==> config.mk <==
export PLATFORM = sky130hd
export DESIGN_NAME = x86_string_instruction_step_unit
export DESIGN_NICKNAME = d
export VERILOG_FILES = /design/src/rtl/xsis_pkg.sv /design/src/rtl/xsis_flags.sv /design/src/rtl/xsis_exec.sv /design/src/rtl/x86_string_instruction_step_unit.sv
export SDC_FILE = /design/constraint.sdc
export NUM_CORES = 1
export LEC_CHECK = 0
export ABC_AREA = 1
export BUFFER_PORTS_ARGS = -buffer_cell sky130_fd_sc_hd__buf_2
export CAP_MARGIN = 20
export CORE_ASPECT_RATIO = 0.5
export CORE_MARGIN = 3
export CORE_UTILIZATION = 31
export DETAILED_ROUTE_END_ITERATION = 16
export HOLD_SLACK_MARGIN = 0.06
export SLEW_MARGIN = 0
export SYNTH_ARGS = -nofsm -noshare
export SYNTH_HDL_FRONTEND = slang
export SYNTH_SLANG_ARGS = --single-unit
==> constraint.sdc <==
create_clock -name clk -period 4.02 [get_ports clk]
set_clock_uncertainty 0.15 [all_clocks]
set_input_delay 0.402 -clock clk [delete_from_list [all_inputs] [get_ports clk]]
set_output_delay 0.402 -clock clk [all_outputs]
set_load 0.05 [all_outputs]
==> src/rtl/xsis_pkg.sv <==
// Package for the x86 string instruction step unit.
// Holds the command and result word types, opcode and prefix codes, and FLAGS bit positions.
// No dependencies.
package xsis_pkg;

	localparam int unsigned DataW = 16;

	// Opcodes: byte forms, then word forms in the same order
	localparam logic [3:0] OP_MOVSB = 4'd0;
	localparam logic [3:0] OP_CMPSB = 4'd1;
	localparam logic [3:0] OP_STOSB = 4'd2;
	localparam logic [3:0] OP_LODSB = 4'd3;
	localparam logic [3:0] OP_SCASB = 4'd4;
	localparam logic [3:0] OP_MOVSW = 4'd5;
	localparam logic [3:0] OP_CMPSW = 4'd6;
	localparam logic [3:0] OP_STOSW = 4'd7;
	localparam logic [3:0] OP_LODSW = 4'd8;
	localparam logic [3:0] OP_SCASW = 4'd9;

	// Repeat prefixes
	localparam logic [1:0] REP_NONE  = 2'd0;
	localparam logic [1:0] REP_REPE  = 2'd1;
	localparam logic [1:0] REP_REPNE = 2'd2;

	// FLAGS bit positions
	localparam int unsigned FLAG_CF = 0;
	localparam int unsigned FLAG_PF = 2;
	localparam int unsigned FLAG_AF = 4;
	localparam int unsigned FLAG_ZF = 6;
	localparam int unsigned FLAG_SF = 7;
	localparam int unsigned FLAG_DF = 10;
	localparam int unsigned FLAG_OF = 11;

	typedef enum logic [2:0] {
		KIND_MOVS,
		KIND_CMPS,
		KIND_STOS,
		KIND_LODS,
		KIND_SCAS,
		KIND_NONE
	} kind_t;

	typedef struct packed {
		logic [3:0]       op;
		logic [1:0]       rep_mode;
		logic [DataW-1:0] count_reg;
		logic [DataW-1:0] source_index;
		logic [DataW-1:0] dest_index;
		logic [DataW-1:0] accumulator;
		logic [DataW-1:0] flags_in;
		logic [DataW-1:0] source_segment;
		logic [DataW-1:0] dest_segment;
		logic [DataW-1:0] source_data;
		logic [DataW-1:0] dest_data;
	} cmd_t;

	typedef struct packed {
		logic             skipped;
		logic             needs_source_read;
		logic             needs_dest_read;
		logic             write_enable;
		logic [DataW-1:0] write_data;
		logic [DataW-1:0] count_out;
		logic [DataW-1:0] source_index_out;
		logic [DataW-1:0] dest_index_out;
		logic [DataW-1:0] accumulator_out;
		logic [DataW-1:0] flags_out;
		logic             repeat_again;
	} rsp_t;

endpackage

==> src/rtl/xsis_flags.sv <==
// Compare flag unit: CF, PF, AF, ZF, SF and OF of a byte or word subtract a - b.
// Depends on xsis_pkg.
module xsis_flags (
	input  logic [xsis_pkg::DataW-1:0] a,
	input  logic [xsis_pkg::DataW-1:0] b,
	input  logic                       word,
	input  logic [xsis_pkg::DataW-1:0] flags_in,
	output logic [xsis_pkg::DataW-1:0] flags_out
);
	import xsis_pkg::*;

	logic [DataW-1:0] diff;
	logic [DataW-1:0] mix;
	logic             cf, zf, sf, of;

	assign diff = a - b;
	assign mix  = (a ^ b) & (a ^ diff);

	always_comb begin
		if (word) begin
			cf = a < b;
			zf = diff == '0;
			sf = diff[15];
			of = mix[15];
		end else begin
			cf = a[7:0] < b[7:0];
			zf = diff[7:0] == 8'h00;
			sf = diff[7];
			of = mix[7];
		end
	end

	always_comb begin
		flags_out          = flags_in;
		flags_out[FLAG_CF] = cf;
		flags_out[FLAG_PF] = ~^diff[7:0];
		flags_out[FLAG_AF] = a[4] ^ b[4] ^ diff[4];
		flags_out[FLAG_ZF] = zf;
		flags_out[FLAG_SF] = sf;
		flags_out[FLAG_OF] = of;
	end

endmodule

==> src/rtl/xsis_exec.sv <==
// Single-pass execution of one string instruction iteration.
// Depends on xsis_pkg and xsis_flags.
module xsis_exec (
	input  xsis_pkg::cmd_t cmd,
	output xsis_pkg::rsp_t rsp
);
	import xsis_pkg::*;

	kind_t            kind;
	logic             word;
	logic             repeated;
	logic             skip;
	logic             active;
	logic [DataW-1:0] step;
	logic [DataW-1:0] si_next;
	logic [DataW-1:0] di_next;
	logic [DataW-1:0] cx_dec;
	logic [DataW-1:0] cmp_a;
	logic [DataW-1:0] cmp_flags;
	logic             zf;
	logic             stop_ok;

	always_comb begin
		unique case (cmd.op)
			OP_MOVSB, OP_MOVSW: kind = KIND_MOVS;
			OP_CMPSB, OP_CMPSW: kind = KIND_CMPS;
			OP_STOSB, OP_STOSW: kind = KIND_STOS;
			OP_LODSB, OP_LODSW: kind = KIND_LODS;
			OP_SCASB, OP_SCASW: kind = KIND_SCAS;
			default:            kind = KIND_NONE;
		endcase
	end

	assign word     = cmd.op >= OP_MOVSW;
	assign repeated = cmd.rep_mode != REP_NONE;
	assign skip     = (kind != KIND_NONE) && repeated && (cmd.count_reg == '0);
	assign active   = (kind != KIND_NONE) && !skip;

	// Step of 1 or 2, negated when DF is set
	always_comb begin
		unique case ({cmd.flags_in[FLAG_DF], word})
			2'b00:   step = DataW'(1);
			2'b01:   step = DataW'(2);
			2'b10:   step = {DataW{1'b1}};
			default: step = {{(DataW-2){1'b1}}, 2'b10};
		endcase
	end

	assign si_next = cmd.source_index + step;
	assign di_next = cmd.dest_index + step;
	assign cx_dec  = cmd.count_reg - DataW'(1);
	assign cmp_a   = (kind == KIND_CMPS) ? cmd.source_data : cmd.accumulator;

	xsis_flags u_flags (
		.a         (cmp_a),
		.b         (cmd.dest_data),
		.word      (word),
		.flags_in  (cmd.flags_in),
		.flags_out (cmp_flags)
	);

	assign zf      = cmp_flags[FLAG_ZF];
	assign stop_ok = (cmd.rep_mode == REP_REPE) ? zf : !zf;

	always_comb begin
		rsp                   = '0;
		rsp.skipped           = skip;
		rsp.count_out         = cmd.count_reg;
		rsp.source_index_out  = cmd.source_index;
		rsp.dest_index_out    = cmd.dest_index;
		rsp.accumulator_out   = cmd.accumulator;
		rsp.flags_out         = cmd.flags_in;
		if (active) begin
			unique case (kind)
				KIND_MOVS: begin
					rsp.needs_source_read = 1'b1;
					rsp.write_enable      = 1'b1;
					rsp.write_data        = word ? cmd.source_data
					                             : {8'h00, cmd.source_data[7:0]};
					rsp.source_index_out  = si_next;
					rsp.dest_index_out    = di_next;
				end
				KIND_CMPS: begin
					rsp.needs_source_read = 1'b1;
					rsp.needs_dest_read   = 1'b1;
					rsp.flags_out         = cmp_flags;
					rsp.source_index_out  = si_next;
					rsp.dest_index_out    = di_next;
				end
				KIND_STOS: begin
					rsp.write_enable   = 1'b1;
					rsp.write_data     = word ? cmd.accumulator
					                          : {8'h00, cmd.accumulator[7:0]};
					rsp.dest_index_out = di_next;
				end
				KIND_LODS: begin
					rsp.needs_source_read = 1'b1;
					rsp.accumulator_out   = word ? cmd.source_data
					                             : {cmd.accumulator[15:8],
					                                cmd.source_data[7:0]};
					rsp.source_index_out  = si_next;
				end
				KIND_SCAS: begin
					rsp.needs_dest_read = 1'b1;
					rsp.flags_out       = cmp_flags;
					rsp.dest_index_out  = di_next;
				end
				default: begin
				end
			endcase
			if (repeated) begin
				rsp.count_out    = cx_dec;
				rsp.repeat_again = (cx_dec != '0) &&
				                   (((kind != KIND_CMPS) && (kind != KIND_SCAS)) || stop_ok);
			end
		end
	end

endmodule

==> src/rtl/x86_string_instruction_step_unit.sv <==
// Top level of the x86 string instruction step unit.
// Depends on xsis_pkg and xsis_exec.
//
// One iteration of an 8086 string instruction (MOVS, CMPS, STOS, LODS, SCAS, byte or
// word) per command word. A word is taken at every rising edge where start is high;
// busy is always low, so a new word may follow in every cycle. The word is captured
// in an input register, executed by one pass of combinational logic, and the result
// word sits in an output register: done follows start through the input register and
// the output register and is high for exactly one cycle, with the result word held in
// the output register. The result ports are valid in that cycle only. The receiver
// cannot stall, so take the result when done is high. A repeated run entered with CX
// zero comes back with skipped set and all registers unchanged. Segment values ride
// along but do not affect the result; IP rewind on repeat_again is up to the sequencer.
module x86_string_instruction_step_unit (
	input  logic           clk,
	input  logic           arst_n,
	input  logic           start,
	output logic           busy,
	input  xsis_pkg::cmd_t item,
	output logic           done,
	output xsis_pkg::rsp_t result
);
	import xsis_pkg::*;

	cmd_t item_s1;
	logic valid_s1;
	rsp_t rsp_comb;
	rsp_t result_s2;
	logic done_s2;

	// Never stall the command side
	assign busy = 1'b0;

	// Input register: capture the command word
	always_ff @(posedge clk or negedge arst_n) begin
		if (!arst_n) begin
			valid_s1 <= 1'b0;
		end else begin
			valid_s1 <= start;
		end
	end

	always_ff @(posedge clk) begin
		if (start) begin
			item_s1 <= item;
		end
	end

	xsis_exec u_exec (
		.cmd (item_s1),
		.rsp (rsp_comb)
	);

	// Output register: hold the result word for its single strobe cycle
	always_ff @(posedge clk or negedge arst_n) begin
		if (!arst_n) begin
			done_s2 <= 1'b0;
		end else begin
			done_s2 <= valid_s1;
		end
	end

	always_ff @(posedge clk) begin
		if (valid_s1) begin
			result_s2 <= rsp_comb;
		end
	end

	assign done   = done_s2;
	assign result = result_s2;

endmodule

======== Word-level counts from Yosys, hierarchy flattened ========
Memories as Yosys holds them, arrays and structs flattened. A register that Yosys moved wholly into a read port is not among the register bits.
Index checks and enable logic that the tools add are counted.
storage, ports and cells
  bits in registers ....................... 221
  memory bits (read-only) ................. 48
  input bits .............................. 153
  logic and storage cells ................. 86
  memories ................................ 1
memories
  name             depth  width  read ports  clocked after memory_dff  write ports  RTL line         RTL
  (no name shown)  16     3      1           1                         0            xsis_exec.sv:24  unique case (cmd.op)
operators by class
  $add $sub $neg .......................... 4
  magnitude comparators ................... 3
  equality and inequality tests ........... 10
  muxes and demuxes ....................... 21
  bitwise operators ....................... 5
  reduce and logical (&&, ||, !) cells .... 20
operators by type and width
  kind                                                                   count
  16-bit 2-to-1 mux                                                      8
  81-bit 2-to-1 mux                                                      1
  16-bit case mux with 3 select lines                                    1
  17-bit case mux with 2 select lines                                    1
  16-bit adder                                                           2
  16-bit logical NOT                                                     2
  16-bit bitwise XOR                                                     2
  16-bit AND                                                             1
  16-bit less-than comparator                                            1
  16-bit nonzero test                                                    1
  16-bit by 1-bit subtractor with 16-bit output, second input constant   1
  16-bit subtractor                                                      1
  12-bit 2-to-1 mux                                                      1
  8-bit logical NOT                                                      1
  8-bit less-than comparator                                             1
  1-bit 2-to-1 mux                                                       8
  8-bit XNOR reduction                                                   1
  3-bit by 2-bit == test with 1-bit output, second input constant        2
  3-bit inequality test, second input constant                           2
  1-bit logical AND                                                      5
  2-bit by 1-bit == test with 1-bit output, second input constant        2
  4-bit by 3-bit >= comparator with 1-bit output, second input constant  1
  4-bit 2-to-1 mux                                                       1
  4-bit OR reduction                                                     1
  13 further kinds                                                       15

======== Longest topological paths before layout ========
Gate-level depths: netlist (run 1).
  depth in word-level cells ............... 11
  mapped depth ............................ 26
  depth with buffers taken out ............ 24

======== Cells and area by module ========
A second synthesis (run 1) with hierarchy kept.
unflattened totals
  cells, all modules ...................... 1248
  area total of the unflattened synthesis .. 12732.2 um^2
by module, submodules not included
  module                            instances  cells each  area each (um^2)  sequential area each (um^2)
  x86_string_instruction_step_unit  1          255         7598.5            7587.3
  xsis_exec                         1          738         3717.3            0.0
  xsis_flags                        1          255         1416.4            0.0

======== Least setup slack after synthesis (run 1) ========
Ideal clock, no wire load.
  kind .................................... flip-flop to flip-flop
  start point ............................. register u_exec.kind[1] (netlist name)
  end point ............................... register result_s2 (netlist bit result[3]) (data pin)
  setup time .............................. 0.261 ns
  data arrival time ....................... 3.173 ns
  data required time ...................... 3.609 ns
  setup slack ............................. 0.436 ns
  stages on the path, launching flop included .. 20
  buffers on the path ..................... 2
  period minus slack after synthesis ...... 3.584 ns
  path through ............................ dfxtp_1 inv_2 nand2_1 nor2_2 clkbuf_1 clkbuf_1 nand2_1 o21ai_0 ha_1 inv_1 fa_1 nand3_1 nand3_1 nand2_1 nand2_1 xnor2_1 ha_1 xor2_1 xnor2_1 o21ai_0
RTL lines
  element               RTL line                                RTL
  end signal, assigned  x86_string_instruction_step_unit.sv:65  result_s2 <= rsp_comb;
  end, declared         x86_string_instruction_step_unit.sv:28  rsp_t result_s2;

======== Final worst setup path (run 1) ========
  start point ............................. register u_exec.kind[1] (netlist name)
  end point ............................... register result_s2 (netlist bit result[0]) (data pin)
between the ends
  longest elaborated chain between the ends .. 9
  elaborated cells between the ends (all ways) .. 19
  those cells by class .................... add/sub: 1; eq/ne: 4; mux: 3; reduce/logical: 11
RTL lines
  element                                                         RTL line                            RTL
  3-bit by 1-bit == test with 1-bit output                        xsis_exec.sv:52                     assign cmp_a = (kind == KIND_CMPS) ? cmd.source_data : cmd.accumulator;
  16-bit 2-to-1 mux                                               xsis_exec.sv:52
  16-bit subtractor                                               xsis_flags.sv:16                    assign diff = a - b;
  16-bit logical NOT / 8-bit logical NOT (equally long branches)  xsis_flags.sv:22, xsis_flags.sv:27
  1-bit 2-to-1 mux                                                xsis_flags.sv:20                    if (word) begin
  1-bit logical NOT                                               xsis_exec.sv:63                     assign stop_ok = (cmd.rep_mode == REP_REPE) ? zf : !zf;
  1-bit 2-to-1 mux                                                xsis_exec.sv:63
  1-bit logical OR                                                xsis_exec.sv:114                    (((kind != KIND_CMPS) && (kind != KIND_SCAS)) || stop_ok);
  1-bit logical AND                                               xsis_exec.sv:113                    rsp.repeat_again = (cx_dec != '0) &&
Parallel ways exist; a longest one is shown, timed or not.
A chain may end at the register's enable or synchronous reset.

==> results of run 1 <==
-- power by group --
| part | internal (uW) | switching [uW] | total [uW] |
|---|---|---|---|
| Combinational | 720 | 1510 | 2230 |
| Sequential | 2900 | 119 | 3020 |
| Clock | 1460 | 949 | 2410 |
| Total | 5080 | 2580 | 7660 |
-- stage by stage --
stage / area (um^2) / hold slack (ns) / setup WS, ns / power, uW / utilization (%)
global placement: 12950 / 0.04428 / 0.5087 / 5198 / 36.86
global route: 15020 / 0.2744 / 0.1817 / 8068 / 42.74
finish: 15020 / 0.2699 / 0.4627 / 7660 / 42.75
detailed placement: 12950 / 0.04216 / 0.4841 / 5211 / 36.86
floorplan: 11250 / -0.04359 / 0.4360 / 4662 / -
CTS: 15020 / 0.2696 / 0.4559 / 7746 / 42.74
-- Yosys cell counts, types with 6 or more instances --
| cell type | n | area share (%) |
|---|---|---|
| sky130_fd_sc_hd__a21oi_1 | 47 | 2.1 |
| sky130_fd_sc_hd__edfxtp_1 | 219 | 58 |
| sky130_fd_sc_hd__inv_1 | 141 | 4.7 |
| sky130_fd_sc_hd__nor2_2 | 6 | 0.33 |
| sky130_fd_sc_hd__xor2_1 | 27 | 2.1 |
| sky130_fd_sc_hd__buf_2 | 9 | 0.40 |
| sky130_fd_sc_hd__nand2_1 | 252 | 8.4 |
| sky130_fd_sc_hd__o22ai_1 | 10 | 0.56 |
| sky130_fd_sc_hd__xnor2_1 | 21 | 1.6 |
| sky130_fd_sc_hd__nand3_1 | 45 | 2.0 |
| sky130_fd_sc_hd__nand2_2 | 7 | 0.39 |
| sky130_fd_sc_hd__o21ai_0 | 53 | 2.4 |
| sky130_fd_sc_hd__ha_1 | 53 | 5.9 |
| sky130_fd_sc_hd__o21ai_1 | 38 | 1.7 |
| sky130_fd_sc_hd__nor3_1 | 10 | 0.44 |
| sky130_fd_sc_hd__nand4_1 | 10 | 0.56 |
| sky130_fd_sc_hd__nor2_1 | 57 | 1.9 |
| sky130_fd_sc_hd__inv_2 | 15 | 0.50 |
-- cell families (layout without fill, tap and decap cells) --
group                      Yosys count  count (layout)
and+or+nand+nor                    409             409
muxes                                2               2
adders and majority gates           56              56
AOI/OAI and AO/OA                  172             172
buffers and inverters              173             553
xor gates and xnor gates            48              48
DFF                                224             224
other                                1               2
-- sequential cells by signal, summed over array words and instances, names as in the netlist --
register and count:
valid_s1 1, item_s1 118, result 101, u_exec.kind 3, done 1
-- layer usage --
metal,wire (um),up-vias
li1,-,4426
met1,11660,4022
met2,15170,164
met3,841,60
met4,1088,0
met5,0,-
-- layout make-up --
class / count / area share, %
Antenna cell: 1 / 0.01666
Sequential cell: 224 / 44.55
Inverter: 156 / 3.899
Tap cell: 475 / 3.957
Clock buffer: 25 / 4.166
Timing Repair Buffer: 353 / 15.96
Clock inverter: 19 / 1.591
Multi-Input combinational cell: 688 / 25.86
-- critical path, cell delays in order, from the launching register on --
cell	delay [ns]
sky130_fd_sc_hd__dfxtp_1	0.34
sky130_fd_sc_hd__inv_2	0.04
sky130_fd_sc_hd__nand2_1	0.10
sky130_fd_sc_hd__nor2_2	0.06
sky130_fd_sc_hd__buf_4	0.20
sky130_fd_sc_hd__o21ai_0	0.25
sky130_fd_sc_hd__ha_1	0.20
sky130_fd_sc_hd__inv_1	0.05
sky130_fd_sc_hd__fa_1	0.43
sky130_fd_sc_hd__nand3_1	0.11
sky130_fd_sc_hd__nand3_1	0.22
sky130_fd_sc_hd__nand2_1	0.13
sky130_fd_sc_hd__nand2_1	0.09
sky130_fd_sc_hd__xnor2_1	0.18
sky130_fd_sc_hd__ha_1	0.17
sky130_fd_sc_hd__nand2_1	0.05
sky130_fd_sc_hd__nor2_1	0.14
sky130_fd_sc_hd__nand2_1	0.11
sky130_fd_sc_hd__nand2_1	0.07
sky130_fd_sc_hd__nand3_1	0.11
sky130_fd_sc_hd__nand2_1	0.08
sky130_fd_sc_hd__inv_1	0.03
-- repair_timing --
action                    in CTS  in global routing
hold buffers                 120                  0
hold endpoints to repair     120                  0
buffers inserted               0                  0
-- worst max-delay path by stage --
| stage | from | endpoint | slack [ns] | cells past startpoint |
|---|---|---|---|---|
| after detailed placement | u_exec.kind[1] | result[3] | 0.48 | 17 |
| after CTS | u_exec.kind[1] | result[3] | 0.46 | 17 |
| final | u_exec.kind[1] | result[0] | 0.46 | 21 |
| after global placement | u_exec.kind[1] | result[0] | 0.51 | 21 |
| after global routing | u_exec.kind[1] | result[0] | 0.18 | 21 |
| after floorplan | u_exec.kind[1] | result[3] | 0.44 | 19 |
==> results.py, run 1 <==
metrics = {
    "setup_path": {
        "worstSetupStartpointType": "flip-flop",
        "reg_to_reg_critical_path_startpoint": "u_exec.kind[1]",
        "critical_path_required_ns": 4.14,
        "worst-r2r-cell-count": 21,
        "critical_path_type": "flip-flop to flip-flop",
        "worst-r2r-setup-slack_ns": 0.46,
        "r2r-end": "result[0]",
        "setup.worst_path.end_class": "flip-flop",
        "crit_arrival_ns": 3.68,
        "timing.critical_path.fanout_max": 20,
    },
    "clock_network": {
        "worstSkewPairLatency_ns": 0.52,
        "cts.htree.levels": 1,
        "clock-sinks": 224,
        "cts_made_buffers": 24,
        "cts_root_buffer": "sky130_fd_sc_hd__clkbuf_16",
        "post_cts.resized_instances": 0,
        "tritoncts": "built",
        "clkTransAtPathRegs_ns": 0.07,
        "cts_buffer_depth": 3,
    },
    "synthesis": {
        "synth_sequential_area_ratio_pct": 59.44,
        "syn-instance-count": 1085,
        "library_cells_used_by_synthesis": 52,
        "synth_simple_gate_area_share_pct": 15.79,
        "synth_enable_flop_cells": 219,
        "synthMuxAreaShare_pct": 0.1891,
        "yosysWarnings": 0,
        "ys.flop_type": "sky130_fd_sc_hd__edfxtp_1",
        "synth_area_mm2": 0.01125,
        "fraction_of_the_mapped_netlist_area_in_adder_cells_pct": 6.429,
        "postSynthRegisterBits": 224,
        "yosys.area_share.xor_xnor_pct": 3.737,
        "async_reset_ff_share_pct": 0.8929,
        "synth-compound-area-share_pct": 8.342,
        "syn_area_per_cell_um2": 10.37,
        "combinational_family_with_the_most_area_after_synthesis": "simple AND/OR/NAND/NOR gates",
        "syn-num-nets": 1294,
    },
    "sta": {
        "setup_viol": 0,
        "finalSetupTns_ns": 0,
        "clock.fmax_ghz": 0.2811,
        "timing_hold_violations_final": 0,
        "timing.final.crit_share_pct": 88.49,
        "min_period_ns": 3.557,
        "max-slew-margin-rel_pct": 30.45,
        "max_transition_viols_final": 0,
        "rsz0062_at_grt": "false",
        "worst_slew_pin_slew_ns": 1.043,
    },
    "finish": {
        "layout.cells.most_common_list": "252 x sky130_fd_sc_hd__nand2_1, 221 x sky130_fd_sc_hd__buf_2, 219 x sky130_fd_sc_hd__edfxtp_1, 141 x sky130_fd_sc_hd__inv_1, 120 x sky130_fd_sc_hd__dlygate4sd3_1",
        "layout.area.seq_mm2": 0.006690,
        "final_nets": 1656,
        "post_route_cells_drive_above_1_share_pct": 21.71,
        "finish.cell_count_without_fillers": 1941,
        "final.fill_count": 3322,
        "multi_input_gate_area_in_the_final_layout_mm2": 0.003884,
        "area_growth_pct": 33.50,
        "layout_commonest_cell": "sky130_fd_sc_hd__nand2_1",
    },
    "routing": {
        "drcViolationCount": 0,
        "vias_per_cell": 4.468,
        "wire_per_inst_um": 14.82,
        "drt_iter0_markers": 443,
        "postRouteWirelength_mm": 28.76,
        "first_pass_iters": 5,
        "via_count": 8672,
        "final_antenna_net_count": 0,
    },
    "floorplan": {
        "floorplan.initialDensity_pct": 32.02,
        "die_height_um": 140.7,
        "floorplan.rows": 48,
        "design.die.area_mm2": 0.03875,
        "fp.dieW_um": 275.4,
        "ioPinCount": 256,
        "fp.coreArea_mm2": 0.03513,
    },
    "grt": {
        "grt_pass1_vias": 8467,
        "use_met3_pct": 1.718,
        "grt_util_met2_pct": 27.08,
        "global_route.overflow_total": 0,
        "busiest_layer": "met2",
        "grt_use_total_pct": 14.60,
        "grt_first_pass_wirelength_mm": 44.93,
        "number_of_antenna_violations_at_the_first_check_in_global_routing": 0,
        "groute.layer.met1.usage_pct": 17.31,
        "largest_net_degree_at_the_start_of_global_routing": 76,
    },
    "power_and_ir_drop": {
        "vdd_drop_max_mv": 0.2232,
        "p_per_area_mw_per_mm2": 510.0,
        "total_leakage_power_uw": 0.006610,
    },
    "placed_design": {
        "placed_cells": 1776,
        "port-buffer-count": 222,
        "dp_hpwl_mm": 20.86,
        "routabilityCongestion": 0.8751,
    },
    "worst_hold_path": {
        "hold-path-cell-count": 0,
        "hp-class": "flip-flop to flip-flop",
        "worst_hold_path.endpoint": "result[10]",
        "worstHoldStart": "item_s1[73]",
    },
    "status": {
        "outcome": "complete, no violations",
    },
    "job": {
        "drv.max_cap_violation_count": 0,
    },
}
Power figures use the tool's default switching activity.
==> run 2: changes to the inputs <==
--- a/config.mk
+++ b/config.mk
@@ -10,9 +10,10 @@
 export CAP_MARGIN = 20
 export CORE_ASPECT_RATIO = 0.5
 export CORE_MARGIN = 3
-export CORE_UTILIZATION = 31
+export CORE_UTILIZATION = 49
 export DETAILED_ROUTE_END_ITERATION = 16
 export HOLD_SLACK_MARGIN = 0.06
+export PLACE_DENSITY = 0.76
 export SLEW_MARGIN = 0
 export SYNTH_ARGS = -nofsm -noshare
 export SYNTH_HDL_FRONTEND = slang
==> constraint.sdc (replaced) <==
create_clock -name clk -period 3 [get_ports clk]
set_clock_uncertainty 0.15 [all_clocks]
set_input_delay 0.6 -clock clk [delete_from_list [all_inputs] [get_ports clk]]
set_output_delay 0.6 -clock clk [all_outputs]
set_load 0.05 [all_outputs]
==> run 2 against run 1 <==
Effect of this change:
- the flow now finishes with violations (negative setup slack)
- flip-flop and latch count did not move
- highest routed layer unchanged
- power grew 33%
- fmax grew 14%
- clock-buffer cell count shrank 1
- utilization grew 23 points
- first-iteration DRC count up 35%
- global-route usage grew 7.9 points
==> results.py, run 2 (synthesis gave the netlist of run 1 again) <==
metrics = {
    "status": {
        "outcome": "finished with violations",
        "violated_checks": "negative setup slack",
    },
    "routing": {
        "postRouteWirelength_mm": 28.66,
        "vias_per_cell": 5.167,
        "drcViolationCount": 0,
        "final_antenna_net_count": 0,
        "via_count": 8809,
        "drt_iter0_markers": 600,
        "wire_per_inst_um": 16.81,
        "first_pass_iters": 6,
    },
    "sta": {
        "max_transition_viols_final": 0,
        "timing_hold_violations_final": 0,
        "rsz0062_at_grt": "true",
        "setup_viol": 2,
        "worst_setup_slack_after_layout_ns": -0.1293,
        "worst_hold_slack_across_all_endpoints_ns": 0.1029,
        "max-slew-margin-rel_pct": 54.94,
        "min_period_ns": 3.129,
        "timing.final.crit_share_pct": 104.3,
        "worst_slew_pin_slew_ns": 0.6760,
        "clock.fmax_ghz": 0.3196,
    },
    "floorplan": {
        "ioPinCount": 256,
        "fp.dieW_um": 220.3,
        "floorplan.rows": 38,
        "fp.coreArea_mm2": 0.02211,
        "design.die.area_mm2": 0.02492,
        "die_height_um": 113.1,
        "floorplan.initialDensity_pct": 50.88,
    },
    "power_and_ir_drop": {
        "switching_power_uw": 3605,
        "total_leakage_power_uw": 0.006455,
        "comb_power_share_pct": 34.5,
        "pwr-share-clk_pct": 26.0,
        "sw_frac_of_total_pct": 35.33,
        "p_per_area_mw_per_mm2": 707.0,
        "p_int_uw": 6600,
        "vdd_drop_max_mv": 0.4838,
        "power.share.sequential_pct": 39.5,
    },
    "setup_path": {
        "largest_stage_delay_worst_path_ns": 0.35,
        "worstSetupStartpointType": "flip-flop",
        "critical_path.n_buffers_inverters": 4,
        "worst-r2r-setup-slack_ns": -0.13,
        "critical_path_type": "flip-flop to flip-flop",
        "critical-path-top-delay-family": "adder cells",
        "worstPathCellList": "inv_4 -> nand2_4 -> nor2_4 -> buf_6 -> buf_16 -> o21ai_4 -> ha_2 -> inv_2 -> fa_2 -> nand3_2 -> nand3_4 -> nand2_2 -> nand2_2 -> xnor2_1 -> ha_1 -> xor2_2 -> xnor2_1 -> o21ai_1",
        "worst-r2r-cell-count": 18,
        "timing.critical_path.fanout_max": 10,
        "setup.worst_path.end_class": "flip-flop",
        "reg_to_reg_critical_path_startpoint": "u_exec.kind[1]",
        "crit_arrival_ns": 3.25,
        "worst_path_max_delay_cell": "sky130_fd_sc_hd__dfxtp_2",
        "critical_path_required_ns": 3.12,
        "r2r-end": "result[3]",
    },
    "placed_design": {
        "placed_cell_area_mm2": 0.01314,
        "routabilityCongestion": 0.9302,
        "port-buffer-count": 222,
        "dp_hpwl_mm": 20.71,
    },
    "grt": {
        "grt_pass1_vias": 8642,
        "grt_first_pass_wirelength_mm": 44.06,
        "grt_use_total_pct": 22.48,
        "global_route.overflow_total": 0,
        "largest_net_degree_at_the_start_of_global_routing": 77,
        "number_of_antenna_violations_at_the_first_check_in_global_routing": 1,
    },
    "finish": {
        "layout_commonest_cell": "sky130_fd_sc_hd__nand2_1",
        "post_route_cells_drive_above_1_share_pct": 32.69,
        "layout.cells.most_common_list": "228 x sky130_fd_sc_hd__nand2_1, 221 x sky130_fd_sc_hd__buf_2, 219 x sky130_fd_sc_hd__edfxtp_1, 135 x sky130_fd_sc_hd__inv_1, 65 x sky130_fd_sc_hd__buf_4",
        "area_growth_pct": 28.32,
        "largest_register_ffs": 118,
        "final_nets": 1600,
        "regMostFlops": "item_s1",
        "postLayoutCellArea_mm2": 0.01444,
    },
    "job": {
        "drv.max_cap_violation_count": 0,
    },
    "clock_network": {
        "clock-sinks": 224,
        "cts_root_buffer": "sky130_fd_sc_hd__clkbuf_16",
        "cts_made_buffers": 21,
        "tritoncts": "built",
        "cts.htree.levels": 1,
        "worstSkewPairLatency_ns": 0.52,
        "clkTransAtPathRegs_ns": 0.07,
        "cts_buffer_depth": 3,
    },
    "worst_hold_path": {
        "hp-class": "primary input to flip-flop",
        "worst_hold_path.endpoint": "item_s1[133]",
        "hold-path-cell-count": 1,
        "worstHoldStart": "item[133]",
    },
}
[run 2: cell count changes in the layout (fill, tap and decap cells not counted), sizes merged]
| cell | change |
|---|---|
| buf | +66 |
| clkbuf | -1 |
| inv | -3 |
| dlygate4sd3 | -119 |
| bufinv | -3 |
| clkinv | -1 |
[run 2: per-stage QoR]
| stage | setup TNS (ns) | setup slack, ns | power [uW] | instances | utilization [%] |
|---|---|---|---|---|---|
| 6_report | -0.2069 | -0.1293 | 10210 | 1705 | 65.29 |
| 5_1_grt | -1.228 | -0.2655 | 10740 | 1705 | 65.29 |
| 4_1_cts | -0.1259 | -0.08571 | 10070 | 1691 | 63.56 |
| 3_5_place_dp | -1.077 | -0.2159 | 7249 | 1642 | 59.45 |
| 3_3_place_gp | -0.3956 | -0.1461 | 7174 | 1642 | 59.45 |
| 2_1_floorplan | -0.2164 | -0.1413 | 6283 | 1085 | - |
[run 2: timing repair]
| item | CTS | global route |
|---|---|---|
| buffers inserted | 10 | 14 |
| endpoints found under the setup margin | 15 | 20 |
| pin swaps | 21 | 42 |
| hold endpoints to repair | 2 | 0 |
| cloned | 2 | 0 |
| resized for setup | 27 | 75 |
| hold buffers | 1 | 0 |
[run 2: layer usage]
layer | track usage (%) | wire length, um
met1 | 28.72 | 11810
met2 | 39.21 | 14460
met3 | 3.783 | 1587
met4 | 7.455 | 808
met5 | 0 | 0
[run 2: power by group through the flow]
stage	registers (uW)	logic, uW	clock network, uW
after global routing	4070	3830	2850
after floorplan	4800	1480	0
final	4030	3520	2650
after CTS	4030	3320	2710
after global placement	4090	3090	0
after detailed placement	4100	3150	0
[run 2: worst max-delay path by stage]
stage | start | to | depth (start not counted)
global route | u_exec.kind[1] | result[3] | 18
floorplan | u_exec.kind[1] | result[3] | 19
CTS | u_exec.kind[1] | result[3] | 19
finish | u_exec.kind[1] | result[3] | 18
global placement | u_exec.kind[1] | result[3] | 18
detailed placement | u_exec.kind[1] | result[3] | 18
[run 2: cell type report]
class | count | area, um^2
diodes | 1 | 2.502
well taps | 300 | 375.4
clock inverters | 12 | 127.6
inverters | 156 | 588.1
clock buffers | 24 | 536.8
multi-input cells | 688 | 4285
fillers | 1753 | 7674
flip-flops and latches | 224 | 6693
repair buffers | 300 | 1827
==> run 3: changes to the inputs <==
--- a/config.mk
+++ b/config.mk
@@ -10,10 +10,10 @@
 export CAP_MARGIN = 20
 export CORE_ASPECT_RATIO = 0.5
 export CORE_MARGIN = 3
-export CORE_UTILIZATION = 49
+export CORE_UTILIZATION = 55
 export DETAILED_ROUTE_END_ITERATION = 16
 export HOLD_SLACK_MARGIN = 0.06
-export PLACE_DENSITY = 0.76
+export PLACE_DENSITY = 0.81
 export SLEW_MARGIN = 0
 export SYNTH_ARGS = -nofsm -noshare
 export SYNTH_HDL_FRONTEND = slang
==> constraint.sdc (replaced) <==
create_clock -name clk -period 3.3 [get_ports clk]
set_clock_uncertainty 0.15 [all_clocks]
set_input_delay 0.66 -clock clk [delete_from_list [all_inputs] [get_ports clk]]
set_output_delay 0.66 -clock clk [all_outputs]
set_load 0.05 [all_outputs]
==> run 3 against run 2 <==
Effect of this change:
- the run now ends clean
- worst hold slack improved by 0.056 ns
- design area decreased by 3.8%
- critical path type unchanged
- combinational power down 18%
- fmax decreased by 1.8%
- flip-flop and latch count unchanged
- power is 12% lower
- first-iteration DRC count is 15% lower
- utilization grew 4.9 points
- sequential power is 8.9% lower
==> results.py, run 3 (synthesis gave the netlist of run 1 again) <==
metrics = {
    "setup_path": {
        "crit_arrival_ns": 3.30,
        "largest_stage_delay_worst_path_ns": 0.36,
        "critical_path_required_ns": 3.42,
        "critical_path.most_common_cell": "sky130_fd_sc_hd__nand2_1",
        "critical_path_type": "flip-flop to flip-flop",
        "worst_path_max_delay_cell": "sky130_fd_sc_hd__ha_1",
        "worstPathCellList": "inv_2 -> nand2_2 -> nor2_4 -> buf_6 -> buf_6 -> o21ai_0 -> ha_1 -> nand2_1 -> inv_1 -> nand2_1 -> nand2_1 -> a21oi_2 -> nand2_2 -> buf_4 -> xor2_1 -> nand3_1 -> o31ai_1 -> mux2_1",
        "setup.worst_path.end_class": "flip-flop",
        "timing.critical_path.fanout_max": 7,
        "worstSetupStartpointType": "flip-flop",
    },
    "clock_network": {
        "worstSkewPairLatency_ns": 0.52,
        "cts_buffer_depth": 3,
        "tritoncts": "built",
        "clkTransAtPathRegs_ns": 0.07,
        "cts_root_buffer": "sky130_fd_sc_hd__clkbuf_16",
        "clock-sinks": 224,
        "cts_made_buffers": 21,
        "cts.htree.levels": 1,
    },
    "placed_design": {
        "placed_cells": 1577,
        "placed_cell_area_mm2": 0.01280,
        "routabilityCongestion": 0.9574,
        "dp_hpwl_mm": 19.82,
        "port-buffer-count": 222,
    },
    "finish": {
        "layout_commonest_cell": "sky130_fd_sc_hd__nand2_1",
        "finish.cell_count_without_fillers": 1638,
        "regMostFlops": "item_s1",
        "post-route-util_pct": 70.20,
        "postLayoutCellArea_mm2": 0.01388,
        "layout.cells.most_common_list": "238 x sky130_fd_sc_hd__nand2_1, 221 x sky130_fd_sc_hd__buf_2, 219 x sky130_fd_sc_hd__edfxtp_1, 140 x sky130_fd_sc_hd__inv_1, 49 x sky130_fd_sc_hd__ha_1",
        "area_growth_pct": 23.39,
        "largest_register_ffs": 118,
        "final.fill_count": 1483,
        "final_nets": 1565,
        "post_route_cells_drive_above_1_share_pct": 28.30,
    },
    "power_and_ir_drop": {
        "vdd_drop_max_mv": 0.3985,
        "total_leakage_power_uw": 0.006226,
        "fin_total_pwr_uw": 9003,
        "p_per_area_mw_per_mm2": 648.6,
    },
    "sta": {
        "max-slew-margin-rel_pct": 50.09,
        "worst_slew_pin_slew_ns": 0.7486,
        "timing.final.crit_share_pct": 96.56,
        "finalSetupTns_ns": 0,
        "min_period_ns": 3.186,
        "timing_hold_violations_final": 0,
        "clock.fmax_ghz": 0.3138,
        "max_transition_viols_final": 0,
        "rsz0062_at_grt": "true",
        "setup_viol": 0,
    },
    "routing": {
        "wire_per_inst_um": 16.72,
        "postRouteWirelength_mm": 27.39,
        "drcViolationCount": 0,
        "vias_per_cell": 5.245,
        "drt_iter0_markers": 508,
        "via_count": 8592,
        "final_antenna_net_count": 0,
        "first_pass_iters": 5,
    },
    "grt": {
        "number_of_antenna_violations_at_the_first_check_in_global_routing": 1,
        "grt_pass1_vias": 8303,
        "grt_first_pass_wirelength_mm": 41.88,
        "largest_net_degree_at_the_start_of_global_routing": 54,
        "global_route.overflow_total": 0,
        "grt_use_total_pct": 23.51,
    },
    "floorplan": {
        "floorplan.initialDensity_pct": 56.89,
        "fp.dieW_um": 208.3,
        "ioPinCount": 256,
        "floorplan.rows": 36,
        "fp.coreArea_mm2": 0.01977,
        "die_height_um": 107.1,
        "design.die.area_mm2": 0.02231,
    },
    "job": {
        "drv.max_cap_violation_count": 0,
    },
    "worst_hold_path": {
        "hp-class": "primary input to flip-flop",
    },
    "status": {
        "outcome": "complete, no violations",
    },
}
-- run 3: cell count changes in the layout (fill, tap and decap cells not counted), sizes merged --
cell / delta
bufinv: +1
inv: +1
clkinv: +1
buf: -35
clkbuf: +1
clkinvlp: -2
-- run 3: power breakdown --
group | internal, uW | switching, uW
Clock | 1410 | 1040
Sequential | 3530 | 147
Combinational | 948 | 1940
Total | 5880 | 3120
-- run 3: critical path, delay by kind of cell, from the launching register on --
| kind | cells | cell delay (ns) |
|---|---|---|
| adders and majority gates | 1 | 0.36 |
| DFF | 1 | 0.34 |
| xor gates and xnor gates | 1 | 0.13 |
| and+or+nand+nor | 7 | 0.73 |
| buffers and inverters | 5 | 0.54 |
| AOI/OAI and AO/OA | 3 | 0.39 |
| muxes | 1 | 0.29 |
-- run 3: worst paths after layout --
| path | slack (ns) | start | to | depth (start not counted) |
|---|---|---|---|---|
| setup / recovery | 0.11 | u_exec.kind[1] | result[12] | 18 |
| hold / removal | 0.16 | item[1] | item_s1[1] | 1 |
| setup reg to reg | 0.11 | u_exec.kind[1] | result[12] | 18 |
| hold reg to reg | 0.27 | item_s1[67] | result[4] | 0 |
| max in group asynchronous | 2.58 | arst_n | done | 2 |
| min in group asynchronous | 0.31 | arst_n | valid_s1 | 2 |
-- run 3: area by class of cell --
type | instances | area (um^2) | area share, %
Antenna cell | 1 | 2.502 | 0.01803
Clock buffer | 25 | 540.5 | 3.894
Clock inverter | 13 | 137.6 | 0.9915
Inverter | 156 | 585.6 | 4.219
Multi-Input combinational cell | 688 | 4108 | 29.59
Sequential cell | 224 | 6691 | 48.21
Tap cell | 266 | 332.8 | 2.398
Timing Repair Buffer | 265 | 1483 | 10.68
-- run 3: through the flow --
step	setup WS, ns	hold WS, ns
after floorplan	0.01601	0.2144
after global placement	0.03433	0.2512
after detailed placement	-0.1016	0.2545
after CTS	-0.007636	0.1463
after global routing	-0.06524	0.1410
final	0.1136	0.1589
-- run 3: what timing repair did --
action	CTS	global route
hold buffers	1	0
hold endpoints to repair	2	0
cloned	0	2
setup endpoints to repair	5	13
gates resized for setup	1	71
pin swaps	1	25
buffers inserted	1	18
-- run 3: layer usage --
metal  vias up  GRT usage [%]  routed length, um
met1      4000          30.29              11520
met4         0          6.920                814
met5         -              0                  0
met3        64          5.174               1778
li1       4226              -                  -
met2       302          40.48              13280
